==> src/sv/hrl_pkg.sv <==
// Shared types for the hex record loader parser: result kinds, error codes, result struct.
package hrl_pkg;

	// Result kinds
	typedef enum logic [1:0] {
		KIND_DATA   = 2'd0,
		KIND_ACCEPT = 2'd1,
		KIND_END    = 2'd2,
		KIND_ERROR  = 2'd3
	} kind_t;

	// Error codes
	typedef enum logic [2:0] {
		ERR_NONE        = 3'd0,
		ERR_NO_COLON    = 3'd1,
		ERR_HDR_DIGIT   = 3'd2,
		ERR_DATA_DIGIT  = 3'd3,
		ERR_CKSUM_DIGIT = 3'd4,
		ERR_TYPE        = 3'd5,
		ERR_CKSUM       = 3'd6
	} err_t;

	// One result transaction
	typedef struct packed {
		kind_t       kind;
		logic [15:0] load_address;
		logic [7:0]  data_byte;
		err_t        error_code;
	} result_t;

endpackage

==> src/sv/hex_record_loader_parser.sv <==
// Top level of the hex record loader parser: input register, parse step, result register.
//
//  channel | valid     | stall     | payload
//  --------+-----------+-----------+-------------------------------------------
//  source  | src_valid | src_stall | char_in
//  result  | res_valid | res_stall | kind, load_address, data_byte, error_code
//
// One character is taken per cycle unless src_stall is high; it is held in the input register.
// The parse step then updates the record state and loads any result into the result register.
// A character that causes no result still waits while a stalled result is held.
// Reset puts the parser at line start, clears the record state and empties both registers.
// After an error or an end record every character is taken and dropped until reset.
module hex_record_loader_parser (
	input  logic        clk,
	input  logic        arst_n,
	input  logic        src_valid,
	output logic        src_stall,
	input  logic [7:0]  char_in,
	output logic        res_valid,
	input  logic        res_stall,
	output logic [1:0]  kind,
	output logic [15:0] load_address,
	output logic [7:0]  data_byte,
	output logic [2:0]  error_code
);

	logic             valid_s1;
	logic [7:0]       char_s1;
	logic             ready;
	logic             advance;
	logic             produce;
	hrl_pkg::result_t step_result;
	hrl_pkg::result_t result_q;

	// A character moves through the step when the result register can take its result
	assign advance = valid_s1 && ready;

	hrl_in_stage u_in (
		.clk       (clk),
		.arst_n    (arst_n),
		.src_valid (src_valid),
		.src_stall (src_stall),
		.char_in   (char_in),
		.advance   (advance),
		.valid_s1  (valid_s1),
		.char_s1   (char_s1)
	);

	hrl_step u_step (
		.clk     (clk),
		.arst_n  (arst_n),
		.fire    (advance),
		.char_s1 (char_s1),
		.produce (produce),
		.result  (step_result)
	);

	hrl_res_reg u_res (
		.clk       (clk),
		.arst_n    (arst_n),
		.load      (advance && produce),
		.result_d  (step_result),
		.ready     (ready),
		.res_valid (res_valid),
		.res_stall (res_stall),
		.result_q  (result_q)
	);

	// Result fields
	assign kind         = result_q.kind;
	assign load_address = result_q.load_address;
	assign data_byte    = result_q.data_byte;
	assign error_code   = result_q.error_code;

`ifndef ASSERT_OFF
	a_stall_only_full: assert property (@(posedge clk) disable iff (!arst_n)
		src_stall |-> valid_s1 && res_valid && res_stall)
		else $error("source stalled without a blocked result");
	a_data_byte_zero: assert property (@(posedge clk) disable iff (!arst_n)
		res_valid && kind != hrl_pkg::KIND_DATA |-> data_byte == 8'd0)
		else $error("data byte set on a non-data result");
	a_result_needs_char: assert property (@(posedge clk) disable iff (!arst_n)
		$rose(res_valid) |-> $past(valid_s1))
		else $error("result without a character");
`endif

endmodule

==> src/sv/hrl_in_stage.sv <==
// Input register of the parser: holds one character until the parse step can take it.
module hrl_in_stage (
	input  logic       clk,
	input  logic       arst_n,
	input  logic       src_valid,
	output logic       src_stall,
	input  logic [7:0] char_in,
	input  logic       advance,
	output logic       valid_s1,
	output logic [7:0] char_s1
);

	logic accept;

	// Stall only while a held character cannot move on
	assign src_stall = valid_s1 && !advance;
	assign accept    = src_valid && !src_stall;

	// Valid flag
	always_ff @(posedge clk or negedge arst_n) begin
		if (!arst_n) begin
			valid_s1 <= 1'b0;
		end else if (accept) begin
			valid_s1 <= 1'b1;
		end else if (advance) begin
			valid_s1 <= 1'b0;
		end
	end

	// Character payload
	always_ff @(posedge clk) begin
		if (accept) begin
			char_s1 <= char_in;
		end
	end

`ifndef ASSERT_OFF
	a_advance_needs_item: assert property (@(posedge clk) disable iff (!arst_n)
		advance |-> valid_s1)
		else $error("advance without a held character");
	a_accept_loads: assert property (@(posedge clk) disable iff (!arst_n)
		accept |=> valid_s1)
		else $error("accepted character not held");
	a_stall_holds: assert property (@(posedge clk) disable iff (!arst_n)
		src_stall |=> valid_s1 && $stable(char_s1))
		else $error("held character lost during stall");
`endif

endmodule

==> src/sv/hrl_step.sv <==
// Per-character parse step: record state registers and the combinational next-state logic.
module hrl_step (
	input  logic             clk,
	input  logic             arst_n,
	input  logic             fire,
	input  logic [7:0]       char_s1,
	output logic             produce,
	output hrl_pkg::result_t result
);

	localparam logic [7:0] ASCII_COLON = 8'h3a;
	localparam logic [7:0] ASCII_LF    = 8'h0a;

	typedef enum logic [2:0] {
		PH_START  = 3'd0,
		PH_HEADER = 3'd1,
		PH_DATA   = 3'd2,
		PH_CKSUM  = 3'd3,
		PH_SKIP   = 3'd4
	} phase_t;

	phase_t      phase_q,  phase_d;
	logic [2:0]  digit_q,  digit_d;
	logic [3:0]  high_q,   high_d;
	logic [7:0]  left_q,   left_d;
	logic [7:0]  offset_q, offset_d;
	logic [15:0] addr_q,   addr_d;
	logic [7:0]  type_q,   type_d;
	logic [7:0]  sum_q,    sum_d;
	logic        halted_q, halted_d;

	// Hex digit decode, either case; bit 4 flags a valid digit
	function automatic logic [4:0] hex_decode(input logic [7:0] c);
		logic [4:0] r;
		r = 5'd0;
		if (c >= 8'h30 && c <= 8'h39) begin
			r = {1'b1, c[3:0]};
		end else if ((c >= 8'h61 && c <= 8'h66) || (c >= 8'h41 && c <= 8'h46)) begin
			r = {1'b1, c[3:0] + 4'd9};
		end
		return r;
	endfunction

	// Next state and result for the character in the input register
	always_comb begin
		logic [4:0] hx;
		logic [7:0] b;
		logic [7:0] left_m1;
		phase_d  = phase_q;
		digit_d  = digit_q;
		high_d   = high_q;
		left_d   = left_q;
		offset_d = offset_q;
		addr_d   = addr_q;
		type_d   = type_q;
		sum_d    = sum_q;
		halted_d = halted_q;
		produce  = 1'b0;
		result   = '0;
		hx       = hex_decode(char_s1);
		b        = {high_q, hx[3:0]};
		left_m1  = left_q - 8'd1;
		if (!halted_q) begin
			unique case (phase_q)
				PH_SKIP: begin
					if (char_s1 == ASCII_LF) begin
						phase_d = PH_START;
					end
				end
				PH_HEADER, PH_DATA, PH_CKSUM: begin
					if (!hx[4]) begin
						// non-hex character inside a field
						halted_d          = 1'b1;
						produce           = 1'b1;
						result.kind       = hrl_pkg::KIND_ERROR;
						if (phase_q == PH_HEADER) begin
							result.error_code = hrl_pkg::ERR_HDR_DIGIT;
						end else if (phase_q == PH_DATA) begin
							result.error_code   = hrl_pkg::ERR_DATA_DIGIT;
							result.load_address = addr_q;
						end else begin
							result.error_code   = hrl_pkg::ERR_CKSUM_DIGIT;
							result.load_address = addr_q;
						end
					end else if (!digit_q[0]) begin
						// first digit of a byte
						high_d  = hx[3:0];
						digit_d = digit_q + 3'd1;
					end else if (phase_q == PH_HEADER) begin
						sum_d = sum_q + b;
						unique case (digit_q[2:1])
							2'd0: left_d = b;
							2'd1: addr_d = {b, 8'h00};
							2'd2: addr_d = addr_q | {8'h00, b};
							default: type_d = b;
						endcase
						if (digit_q[2:1] != 2'd3) begin
							digit_d = digit_q + 3'd1;
						end else begin
							digit_d = 3'd0;
							if (b == 8'd1) begin
								// end record halts the load
								halted_d            = 1'b1;
								produce             = 1'b1;
								result.kind         = hrl_pkg::KIND_END;
								result.load_address = addr_q;
							end else if (b != 8'd0) begin
								halted_d            = 1'b1;
								produce             = 1'b1;
								result.kind         = hrl_pkg::KIND_ERROR;
								result.error_code   = hrl_pkg::ERR_TYPE;
								result.load_address = addr_q;
							end else begin
								phase_d = (left_q == 8'd0) ? PH_CKSUM : PH_DATA;
							end
						end
					end else if (phase_q == PH_DATA) begin
						// tentative data byte
						digit_d             = 3'd0;
						sum_d               = sum_q + b;
						offset_d            = offset_q + 8'd1;
						left_d              = left_m1;
						produce             = 1'b1;
						result.kind         = hrl_pkg::KIND_DATA;
						result.load_address = addr_q + {8'h00, offset_q};
						result.data_byte    = b;
						if (left_m1 == 8'd0) begin
							phase_d = PH_CKSUM;
						end
					end else begin
						// checksum byte closes the record
						digit_d             = 3'd0;
						produce             = 1'b1;
						result.load_address = addr_q;
						if (sum_q + b != 8'd0) begin
							halted_d          = 1'b1;
							result.kind       = hrl_pkg::KIND_ERROR;
							result.error_code = hrl_pkg::ERR_CKSUM;
						end else begin
							phase_d     = PH_SKIP;
							result.kind = hrl_pkg::KIND_ACCEPT;
						end
					end
				end
				default: begin
					// line start, also unused phase codes
					if (char_s1 != ASCII_COLON) begin
						halted_d          = 1'b1;
						produce           = 1'b1;
						result.kind       = hrl_pkg::KIND_ERROR;
						result.error_code = hrl_pkg::ERR_NO_COLON;
					end else begin
						phase_d  = PH_HEADER;
						digit_d  = 3'd0;
						high_d   = 4'd0;
						left_d   = 8'd0;
						offset_d = 8'd0;
						addr_d   = 16'd0;
						type_d   = 8'd0;
						sum_d    = 8'd0;
					end
				end
			endcase
		end
	end

	// Parser state
	always_ff @(posedge clk or negedge arst_n) begin
		if (!arst_n) begin
			phase_q  <= PH_START;
			digit_q  <= 3'd0;
			high_q   <= 4'd0;
			left_q   <= 8'd0;
			offset_q <= 8'd0;
			addr_q   <= 16'd0;
			type_q   <= 8'd0;
			sum_q    <= 8'd0;
			halted_q <= 1'b0;
		end else if (fire) begin
			phase_q  <= phase_d;
			digit_q  <= digit_d;
			high_q   <= high_d;
			left_q   <= left_d;
			offset_q <= offset_d;
			addr_q   <= addr_d;
			type_q   <= type_d;
			sum_q    <= sum_d;
			halted_q <= halted_d;
		end
	end

`ifndef ASSERT_OFF
	a_halted_sticks: assert property (@(posedge clk) disable iff (!arst_n)
		halted_q |=> halted_q)
		else $error("halted flag cleared without reset");
	a_halted_silent: assert property (@(posedge clk) disable iff (!arst_n)
		halted_q |-> !produce)
		else $error("result produced while halted");
	a_data_in_data_phase: assert property (@(posedge clk) disable iff (!arst_n)
		produce && result.kind == hrl_pkg::KIND_DATA |-> phase_q == PH_DATA && left_q != 8'd0)
		else $error("data byte outside data phase");
	a_record_closes: assert property (@(posedge clk) disable iff (!arst_n)
		fire && produce && result.kind == hrl_pkg::KIND_ACCEPT |=> phase_q == PH_SKIP)
		else $error("accepted record did not move to line skip");
`endif

endmodule

==> src/sv/hrl_res_reg.sv <==
// Result register of the parser: holds one result transaction until the sink takes it.
module hrl_res_reg (
	input  logic             clk,
	input  logic             arst_n,
	input  logic             load,
	input  hrl_pkg::result_t result_d,
	output logic             ready,
	output logic             res_valid,
	input  logic             res_stall,
	output hrl_pkg::result_t result_q
);

	// Free when empty or when the held result leaves this cycle
	assign ready = !res_valid || !res_stall;

	// Valid flag
	always_ff @(posedge clk or negedge arst_n) begin
		if (!arst_n) begin
			res_valid <= 1'b0;
		end else if (load) begin
			res_valid <= 1'b1;
		end else if (!res_stall) begin
			res_valid <= 1'b0;
		end
	end

	// Result payload
	always_ff @(posedge clk) begin
		if (load) begin
			result_q <= result_d;
		end
	end

`ifndef ASSERT_OFF
	a_load_when_ready: assert property (@(posedge clk) disable iff (!arst_n)
		load |-> ready)
		else $error("result overwritten while stalled");
	a_error_has_code: assert property (@(posedge clk) disable iff (!arst_n)
		res_valid && result_q.kind == hrl_pkg::KIND_ERROR |-> result_q.error_code != hrl_pkg::ERR_NONE)
		else $error("error result without an error code");
	a_data_no_code: assert property (@(posedge clk) disable iff (!arst_n)
		res_valid && result_q.kind != hrl_pkg::KIND_ERROR |-> result_q.error_code == hrl_pkg::ERR_NONE)
		else $error("non-error result with an error code");
`endif

endmodule

==> config.mk <==
export PLATFORM = sky130hd
export DESIGN_NAME = hex_record_loader_parser
export DESIGN_NICKNAME = d
export VERILOG_FILES = /design/src/sv/hrl_pkg.sv /design/src/sv/hex_record_loader_parser.sv /design/src/sv/hrl_in_stage.sv /design/src/sv/hrl_step.sv /design/src/sv/hrl_res_reg.sv
export SDC_FILE = /design/constraint.sdc
export NUM_CORES = 1
export LEC_CHECK = 0
export BUFFER_PORTS_ARGS = -buffer_cell sky130_fd_sc_hd__buf_2
export CORE_UTILIZATION = 41
export DETAILED_ROUTE_END_ITERATION = 8
export PLACE_DENSITY_LB_ADDON = 0.05
export SLEW_MARGIN = 5
export SYNTH_ARGS = -nofsm -noshare
export SYNTH_HDL_FRONTEND = slang
export SYNTH_SLANG_ARGS = --single-unit
==> constraint.sdc <==
create_clock -name clk -period 4.9 [get_ports clk]
set_input_delay 0.98 -clock clk [delete_from_list [all_inputs] [get_ports clk]]
set_output_delay 0.98 -clock clk [all_outputs]
set_load 0.02 [all_outputs]
# After elaboration in Yosys (flattened, before gate mapping)
# Cells that the tools add are included.
[word_totals] regBits=90
[classes] addsub=6 n_lt_le_gt_ge=6 eq_ne=28 n_mux=92 n_bitwise=7 n_reduce_logical=29
[op_table] op="8-bit 2-to-1 mux" n=16
[op_table] op="18-bit 2-to-1 mux" n=6
[op_table] op="16-bit 2-to-1 mux" n=5
[op_table] op="3-bit 2-to-1 mux" n=25
[op_table] op="16-bit case mux with 2 select lines" n=2
[op_table] op="8-bit case mux with 2 select lines" n=3
[op_table] op="29-bit 2-to-1 mux" n=1
[op_table] op="8-bit AND reduction" n=3
[op_table] op="1-bit 2-to-1 mux" n=20
[op_table] op="3-bit != test, second input constant" n=6
[op_table] op="3-bit case mux with 2 select lines" n=3
[op_table] op="16-bit by 8-bit adder with 16-bit output" n=1
[op_table] op="8-bit by 7-bit greater-or-equal comparator with 1-bit output, second input constant" n=2
[op_table] op="8-bit by 7-bit <= comparator with 1-bit output, second input constant" n=2
[op_table] op="8-bit zero test" n=2
[op_table] op="16-bit by 8-bit OR with 16-bit output" n=1
[op_table] op="8-bit nonzero test" n=2
[op_table] op="4-bit 2-to-1 mux" n=3
[op_table] op="2-bit by 1-bit != test with 1-bit output, second input constant" n=6
[op_table] op="11-bit AND reduction" n=1
[op_table] op="5-bit 2-to-1 mux" n=2
[op_table] op="8-bit by 1-bit adder with 8-bit output, second input constant" n=1
[op_table] op="8-bit adder" n=1
[op_table] op="8-bit by 1-bit equality test with 1-bit output, second input constant" n=1
[op_table] op="other kinds (32)" n=53

# Logic depth before layout (Yosys ltp)
[logic_depth] word_depth=16 depth_mapped=16 ltp_nobuf=16

# Hierarchy
# A second synthesis with hierarchy kept.
[unflattened] cells_unflattened=559 hier_area_um2=5367.6
[modules_own_cells] mod="hrl_step" n_inst=1 cells_each=512 area_per_inst_um2=4150.2 seq_area_each_um2=1276.2
[modules_own_cells] mod="hrl_res_reg" n_inst=1 cells_each=32 area_per_inst_um2=907.1 seq_area_each_um2=895.9
[modules_own_cells] mod="hrl_in_stage" n_inst=1 cells_each=13 area_per_inst_um2=297.8 seq_area_each_um2=265.3
[modules_own_cells] mod="hex_record_loader_parser" n_inst=1 cells_each=2 area_per_inst_um2=12.5 seq_area_each_um2=0.0

# Worst setup path before layout
# OpenSTA, ideal clock, no wires.
[synth_timing] path_kind="flip-flop to flip-flop" from="reg u_in.char_s1[0]" to="reg u_res.result_q[28] (netlist name)" arrival_ps=3369 required_time_ps=4645 path_slack_ps=1276 path_stages_with_launch=16 cell_sequence="edfxtp_1 -> inv_1 -> ha_1 -> o21bai_1 -> a21oi_1 -> a21boi_2 -> inv_1 -> ha_1 -> inv_1 -> fa_1 -> xnor2_1 -> or3b_2 -> nor4_1 -> and3_1 -> o21ai_0 -> and3b_1"
[synth_via] elab_chain_len=13 elab_cells_between_ends=28
[synth_rtl] element="from (decl)" line="hrl_in_stage.sv:10" rtl="output logic [7:0] char_s1"
[synth_rtl] element="from (signal assigned)" line="hrl_in_stage.sv:33" rtl="char_s1 <= char_in;"
[synth_rtl] element="8-bit by 7-bit greater-or-equal comparator with 1-bit output / 8-bit by 7-bit <= comparator with 1-bit output (equally long branches)" line="hrl_step.sv:38" rtl="end else if ((c >= 8'h61 && c <= 8'h66) || (c >= 8'h41 && c <= 8'h46)) begin"
[synth_rtl] element="1-bit logical AND" line="hrl_step.sv:38"
[synth_rtl] element="1-bit logical OR" line="hrl_step.sv:38"
[synth_rtl] element="5-bit 2-to-1 mux" line="hrl_step.sv:38"
[synth_rtl] element="5-bit 2-to-1 mux" line="hrl_step.sv:36" rtl="if (c >= 8'h30 && c <= 8'h39) begin"
[synth_rtl] element="8-bit adder / 8-bit nonzero test (equally long branches)" line="hrl_step.sv:135, hrl_step.sv:107"
[synth_rtl] element="8-bit nonzero test / 18-bit 2-to-1 mux (equally long branches)" line="hrl_step.sv:135, hrl_step.sv:107"
[synth_rtl] element="2-bit 2-to-1 mux / 18-bit 2-to-1 mux (equally long branches)" line="hrl_step.sv:135, hrl_step.sv:101"
[synth_rtl] element="18-bit 2-to-1 mux, on equally long branches" line="hrl_step.sv:117, hrl_step.sv:97"
[synth_rtl] element="18-bit 2-to-1 mux" line="hrl_step.sv:89" rtl="end else if (phase_q == PH_HEADER) begin"
[synth_rtl] element="29-bit 2-to-1 mux" line="hrl_step.sv:85" rtl="end else if (!digit_q[0]) begin"
[synth_rtl] element="18-bit 2-to-1 mux" line="hrl_step.sv:71" rtl="if (!hx[4]) begin"
[synth_rtl] element="2-bit case mux with 2 select lines *" line="hrl_step.sv:64" rtl="unique case (phase_q)"
# Mark *: on every way between the ends. The rest lies on a longest branch, timed or not.
# A chain may end at the register's enable or synchronous reset.

# Worst setup path after layout
[layout_timing] from="reg u_in.char_s1[0]" to="reg u_res.result_q[28] (netlist name)"
[layout_via] elab_chain_len=13 elab_cells_between_ends=28
[layout_rtl] element="8-bit by 7-bit greater-or-equal comparator with 1-bit output / 8-bit by 7-bit <= comparator with 1-bit output (equally long branches)" line="hrl_step.sv:38"
[layout_rtl] element="1-bit logical AND" line="hrl_step.sv:38"
[layout_rtl] element="1-bit logical OR" line="hrl_step.sv:38"
[layout_rtl] element="5-bit 2-to-1 mux" line="hrl_step.sv:38"
[layout_rtl] element="5-bit 2-to-1 mux" line="hrl_step.sv:36"
[layout_rtl] element="8-bit adder / 8-bit nonzero test (equally long branches)" line="hrl_step.sv:135, hrl_step.sv:107"
[layout_rtl] element="8-bit nonzero test / 18-bit 2-to-1 mux (equally long branches)" line="hrl_step.sv:135, hrl_step.sv:107"
[layout_rtl] element="2-bit 2-to-1 mux / 18-bit 2-to-1 mux (equally long branches)" line="hrl_step.sv:135, hrl_step.sv:101"
[layout_rtl] element="18-bit 2-to-1 mux, on equally long branches" line="hrl_step.sv:117, hrl_step.sv:97"
[layout_rtl] element="18-bit 2-to-1 mux" line="hrl_step.sv:89"
[layout_rtl] element="29-bit 2-to-1 mux" line="hrl_step.sv:85"
[layout_rtl] element="18-bit 2-to-1 mux" line="hrl_step.sv:71"
[layout_rtl] element="2-bit case mux with 2 select lines *" line="hrl_step.sv:64"
# Marks and branches as above.

==> summary.md <==
| Metric | Value |
|---|---|
| Die X-Extent | `approximately 120 um` |
| Worst Hold Slack | `approximately 500 ps` |
| Clk pin slew, worst setup/hold paths | `around 70 ps` |
| Post-Syn Nets | `about 620` |
| Slowest stage delay, CP | `500 ps` |
| Period Utilization, post-route | `a little over four fifths` |
| Largest family of logic cells by synthesized area | `compound AO/OA/AOI/OAI gates` |
| Most common flop cell mapped by yosys | `sky130_fd_sc_hd__dfrtp_1` |
| Number of post-CTS setup repair buffers | `0` |
| Layout net count | `about 650` |
| Max-cap violations | `0` |
| Number of enable flip-flop cells after synthesis | `37` |
| Initial antenna violation count | `0` |
| Most common cell after layout, fill and taps aside | `sky130_fd_sc_hd__nand2_1` |
| Worst endpoint required time | `5000 ps` |
| Deepest clock path buffer count | `2` |
| Synth-to-layout area growth | `12.8%` |
| First-pass GRT wire length | `between 20000 and 25000 um` |
| Async SR Flop Fraction | `about 60%` |
| Average size of a mapped cell | `about 9.4 sq um` |
| Number of flip-flops and latches in the synthesized netlist | `90` |
| Ports placed on the boundary | `43` |
| Part of the Yosys area used for sequential elements | `around 45%` |
| GRT Overall Usage | `23.8%` |
| RD Place Congestion | `just over 0.9` |
| Post-DRT Antenna Nets | `0` |
| RSZ-0062 raised after global routing | `no` |
| Critical Path Source Type | `register` |
| Number of placement rows | `41` |
| Count of H-tree levels built during CTS | `3` |
| Most used cells in the layout excluding fill and tap cells | `sky130_fd_sc_hd__nand2_1, sky130_fd_sc_hd__o21ai_0, sky130_fd_sc_hd__dfrtp_1` |
| Data arrival time of the critical path | `~4200 ps` |
| Leakage dissipation | `~2.5 nW` |
| GR met1 Demand/Resource | `33.3%` |
| Core area | `around 0.013 sq mm` |
| Antenna diode count | `0` |
| Overall power consumption | `0.00160 W` |
| Dpl hpwl | `~11000 um` |
| Final setup viols | `0` |
| Share of the synthesized area in compound gates (AO/OA/AOI/OAI) | `~23%` |
| Max VDD drop | `around 0.16 mV` |
| Cts-stage hold buffer count | `0` |
| DRC viols | `0` |
| Congestion Overflow GR | `0` |
| TritonCTS clock tree | `done` |
| XOR/XNOR share of the synthesized area | `about 2.7%` |
| Met3 capacity usage during global routing | `under 10%` |
| Total of buffers placed on input and output ports | `42` |
| Transition time at the pin with the least slew margin | `~1100 ps` |
| Area share of and/or/nand/nor cells after synthesis | `between 10% and 20%` |
| Endpoint class of the critical path | `register` |
| CTS buffer count | `9` |
| Synth Cell Area | `between 0.005 and 0.006 sq mm` |
| Final WL | `15000 um` |
| Post-cts gate resize count | `0` |
| Pwr/cell area | `262 mW/mm^2` |
| HP Class | `input port to async pin` |
| Worst Clk Skew | `7.13 ps` |
| GR met2 Demand/Resource | `35.3%` |
| Cell chain of the critical path | `inv_1, ha_1, o21bai_1, a21o_1, o21ai_0, inv_1, fa_1, xnor2_1, or3b_2, nor4_1, and3_1, o21ai_0, and3b_1` |
| Ratio of routed vias to standard cells | `~5.9` |
| Final Hold Vio Count | `0` |
| Yosys warning count | `0` |
| Synthesized instance count | `579` |
| Global-route layer with the greatest usage | `met2` |
| Crit Path Max Fanout | `5` |
| Clk Tree Root Cell | `sky130_fd_sc_hd__clkbuf_16` |
| Crit Path Class | `register to register` |
| Pin count of the biggest net entering global routing | `44` |
| Die Footprint | `roughly 0.014 sq mm` |
| Number of iterations in the first detailed-routing pass | `7` |
| Initial Utilization | `around 42%` |
| Pins Over Slew Limit | `0` |
| Maximum frequency from static timing analysis | `244 MHz` |
| Per-cell routed wire length | `around 19 um` |
| Height of the chip | `117 um` |
| Proportion of layout cells with a drive suffix above 1 | `~14%` |
| Insertion delay to the later sink of the worst-skew pair | `~350 ps` |
| Final min period | `4100 ps` |
| Initial DRC count | `approximately 440` |
| Slowest cell on the critical path | `sky130_fd_sc_hd__fa_1` |
| Max_slew headroom | `between 20% and 30%` |
| Share of cell area taken by muxes after synthesis | `less than 1%` |
| Number of library cell types mapped by synthesis | `73` |
| Adder-cell share of the synthesized area | `under 10%` |
| Number of vias after detailed routing | `4657` |
| Vias in the first global route | `about 4400` |
| Setup total negative slack | `0 ps` |
| Run status | `completed` |
| Count of clock tree sinks | `90` |
## state kept, by name (all words and copies together), names as in the netlist
signal           cells
u_res.result_q      29
u_step.addr_q       16
u_in.char_s1         8
u_step.left_q        8
u_step.offset_q      8
u_step.sum_q         8
u_step.high_q        4
u_step.digit_q       3
u_step.phase_q       3
u_in.valid_s1        1
u_res.res_valid      1
u_step.halted_q      1
## final cells by class
type | instances | area [sq um]
Inverter | 19 | 71.3
Fill cell | 1229 | 6660
Clock buffer | 10 | 229
Clock inverter | 6 | 90.1
Tap cell | 172 | 215
Multi-Input combinational cell | 446 | 2810
Sequential cell | 90 | 2440
Timing Repair Buffer | 49 | 263
## worst paths after layout
path,startpoint,end,slack [ps],cells past startpoint
setup reg to reg,u_in.char_s1[0]$_DFFE_PP_,u_res.result_q[28]$_SDFFCE_PP0P_,800,13
min in group clk,u_step.sum_q[7]$_DFFE_PN0P_,u_step.sum_q[7]$_DFFE_PN0P_,500,2
hold / removal,arst_n,u_step.left_q[3]$_DFFE_PN0P_,490,1
setup / recovery,u_in.char_s1[0]$_DFFE_PP_,u_res.result_q[28]$_SDFFCE_PP0P_,800,13
max in group asynchronous,arst_n,u_step.halted_q$_DFFE_PN0P_,3550,2
hold reg to reg,u_step.sum_q[7]$_DFFE_PN0P_,u_step.sum_q[7]$_DFFE_PN0P_,500,2
## cells in the mapped netlist, types with 6 or more instances
| library cell | n | share of area, % |
|---|---|---|
| sky130_fd_sc_hd__ha_1 | 24 | 5.5 |
| sky130_fd_sc_hd__nor2b_1 | 7 | 0.81 |
| sky130_fd_sc_hd__dfrtp_1 | 53 | 24 |
| sky130_fd_sc_hd__nor4_1 | 7 | 0.81 |
| sky130_fd_sc_hd__a22o_1 | 11 | 1.8 |
| sky130_fd_sc_hd__and2_1 | 9 | 1.0 |
| sky130_fd_sc_hd__a21oi_1 | 44 | 4.1 |
| sky130_fd_sc_hd__xnor2_1 | 11 | 1.8 |
| sky130_fd_sc_hd__o31ai_1 | 10 | 1.4 |
| sky130_fd_sc_hd__nor2_1 | 51 | 3.5 |
| sky130_fd_sc_hd__o21ai_0 | 58 | 5.4 |
| sky130_fd_sc_hd__buf_1 | 6 | 0.42 |
| sky130_fd_sc_hd__nand2_1 | 64 | 4.4 |
| sky130_fd_sc_hd__nand3_1 | 17 | 1.6 |
| sky130_fd_sc_hd__a31oi_1 | 9 | 1.0 |
| sky130_fd_sc_hd__clkbuf_1 | 14 | 0.97 |
| sky130_fd_sc_hd__o21bai_1 | 6 | 0.83 |
| sky130_fd_sc_hd__a21o_1 | 7 | 0.97 |
| sky130_fd_sc_hd__edfxtp_1 | 37 | 20 |
| sky130_fd_sc_hd__or2_2 | 7 | 0.81 |
| sky130_fd_sc_hd__nor3_1 | 8 | 0.74 |
| sky130_fd_sc_hd__nand2b_1 | 7 | 0.81 |
| sky130_fd_sc_hd__inv_1 | 19 | 1.3 |
| sky130_fd_sc_hd__xor2_1 | 6 | 0.97 |
## critical path, delay by kind of cell, from the launching register on
family,cells,cell delay (ps)
buffers and inverters,2,430
DFF,1,480
xor gates and xnor gates,1,150
adders and majority gates,2,700
and+or+nand+nor,4,1190
AOI/OAI and AO/OA,4,900
## stage by stage
step / util (%) / area [sq um] / instances / worst slack (ps)
final: 47.9 / 6120 / 792 / 803
after global placement: 45.4 / 5800 / 776 / 903
after global routing: 47.9 / 6120 / 792 / 530
after detailed placement: 45.4 / 5800 / 776 / 827
after floorplan: - / 5420 / 579 / 1280
after CTS: 47.9 / 6120 / 792 / 803
## power by group
part	internal [W]	switching [W]	total [W]	leakage, nW
logic	0.0000173	0.0000348	0.0000521	1.30
clock network	0.000449	0.000306	0.000756	0.153
registers	0.000786	0.00000563	0.000792	1.09
## logic make-up (layout without fill, tap and decap cells)
family	after synthesis	in the layout
compound gates	193	193
xor+xnor	17	17
fa+ha+maj	26	26
buf+inv	43	84
flops	90	90
mux	1	1
simple gates	209	209
## layer usage
metal  vias up  part of all wire (%)
met2       159                    44
met5         -                     0
met4         0                   3.0
met1      2253                    47
li1       2208                     -
met3        37                   6.0
No activity file was read; power rests on OpenSTA's default activity.
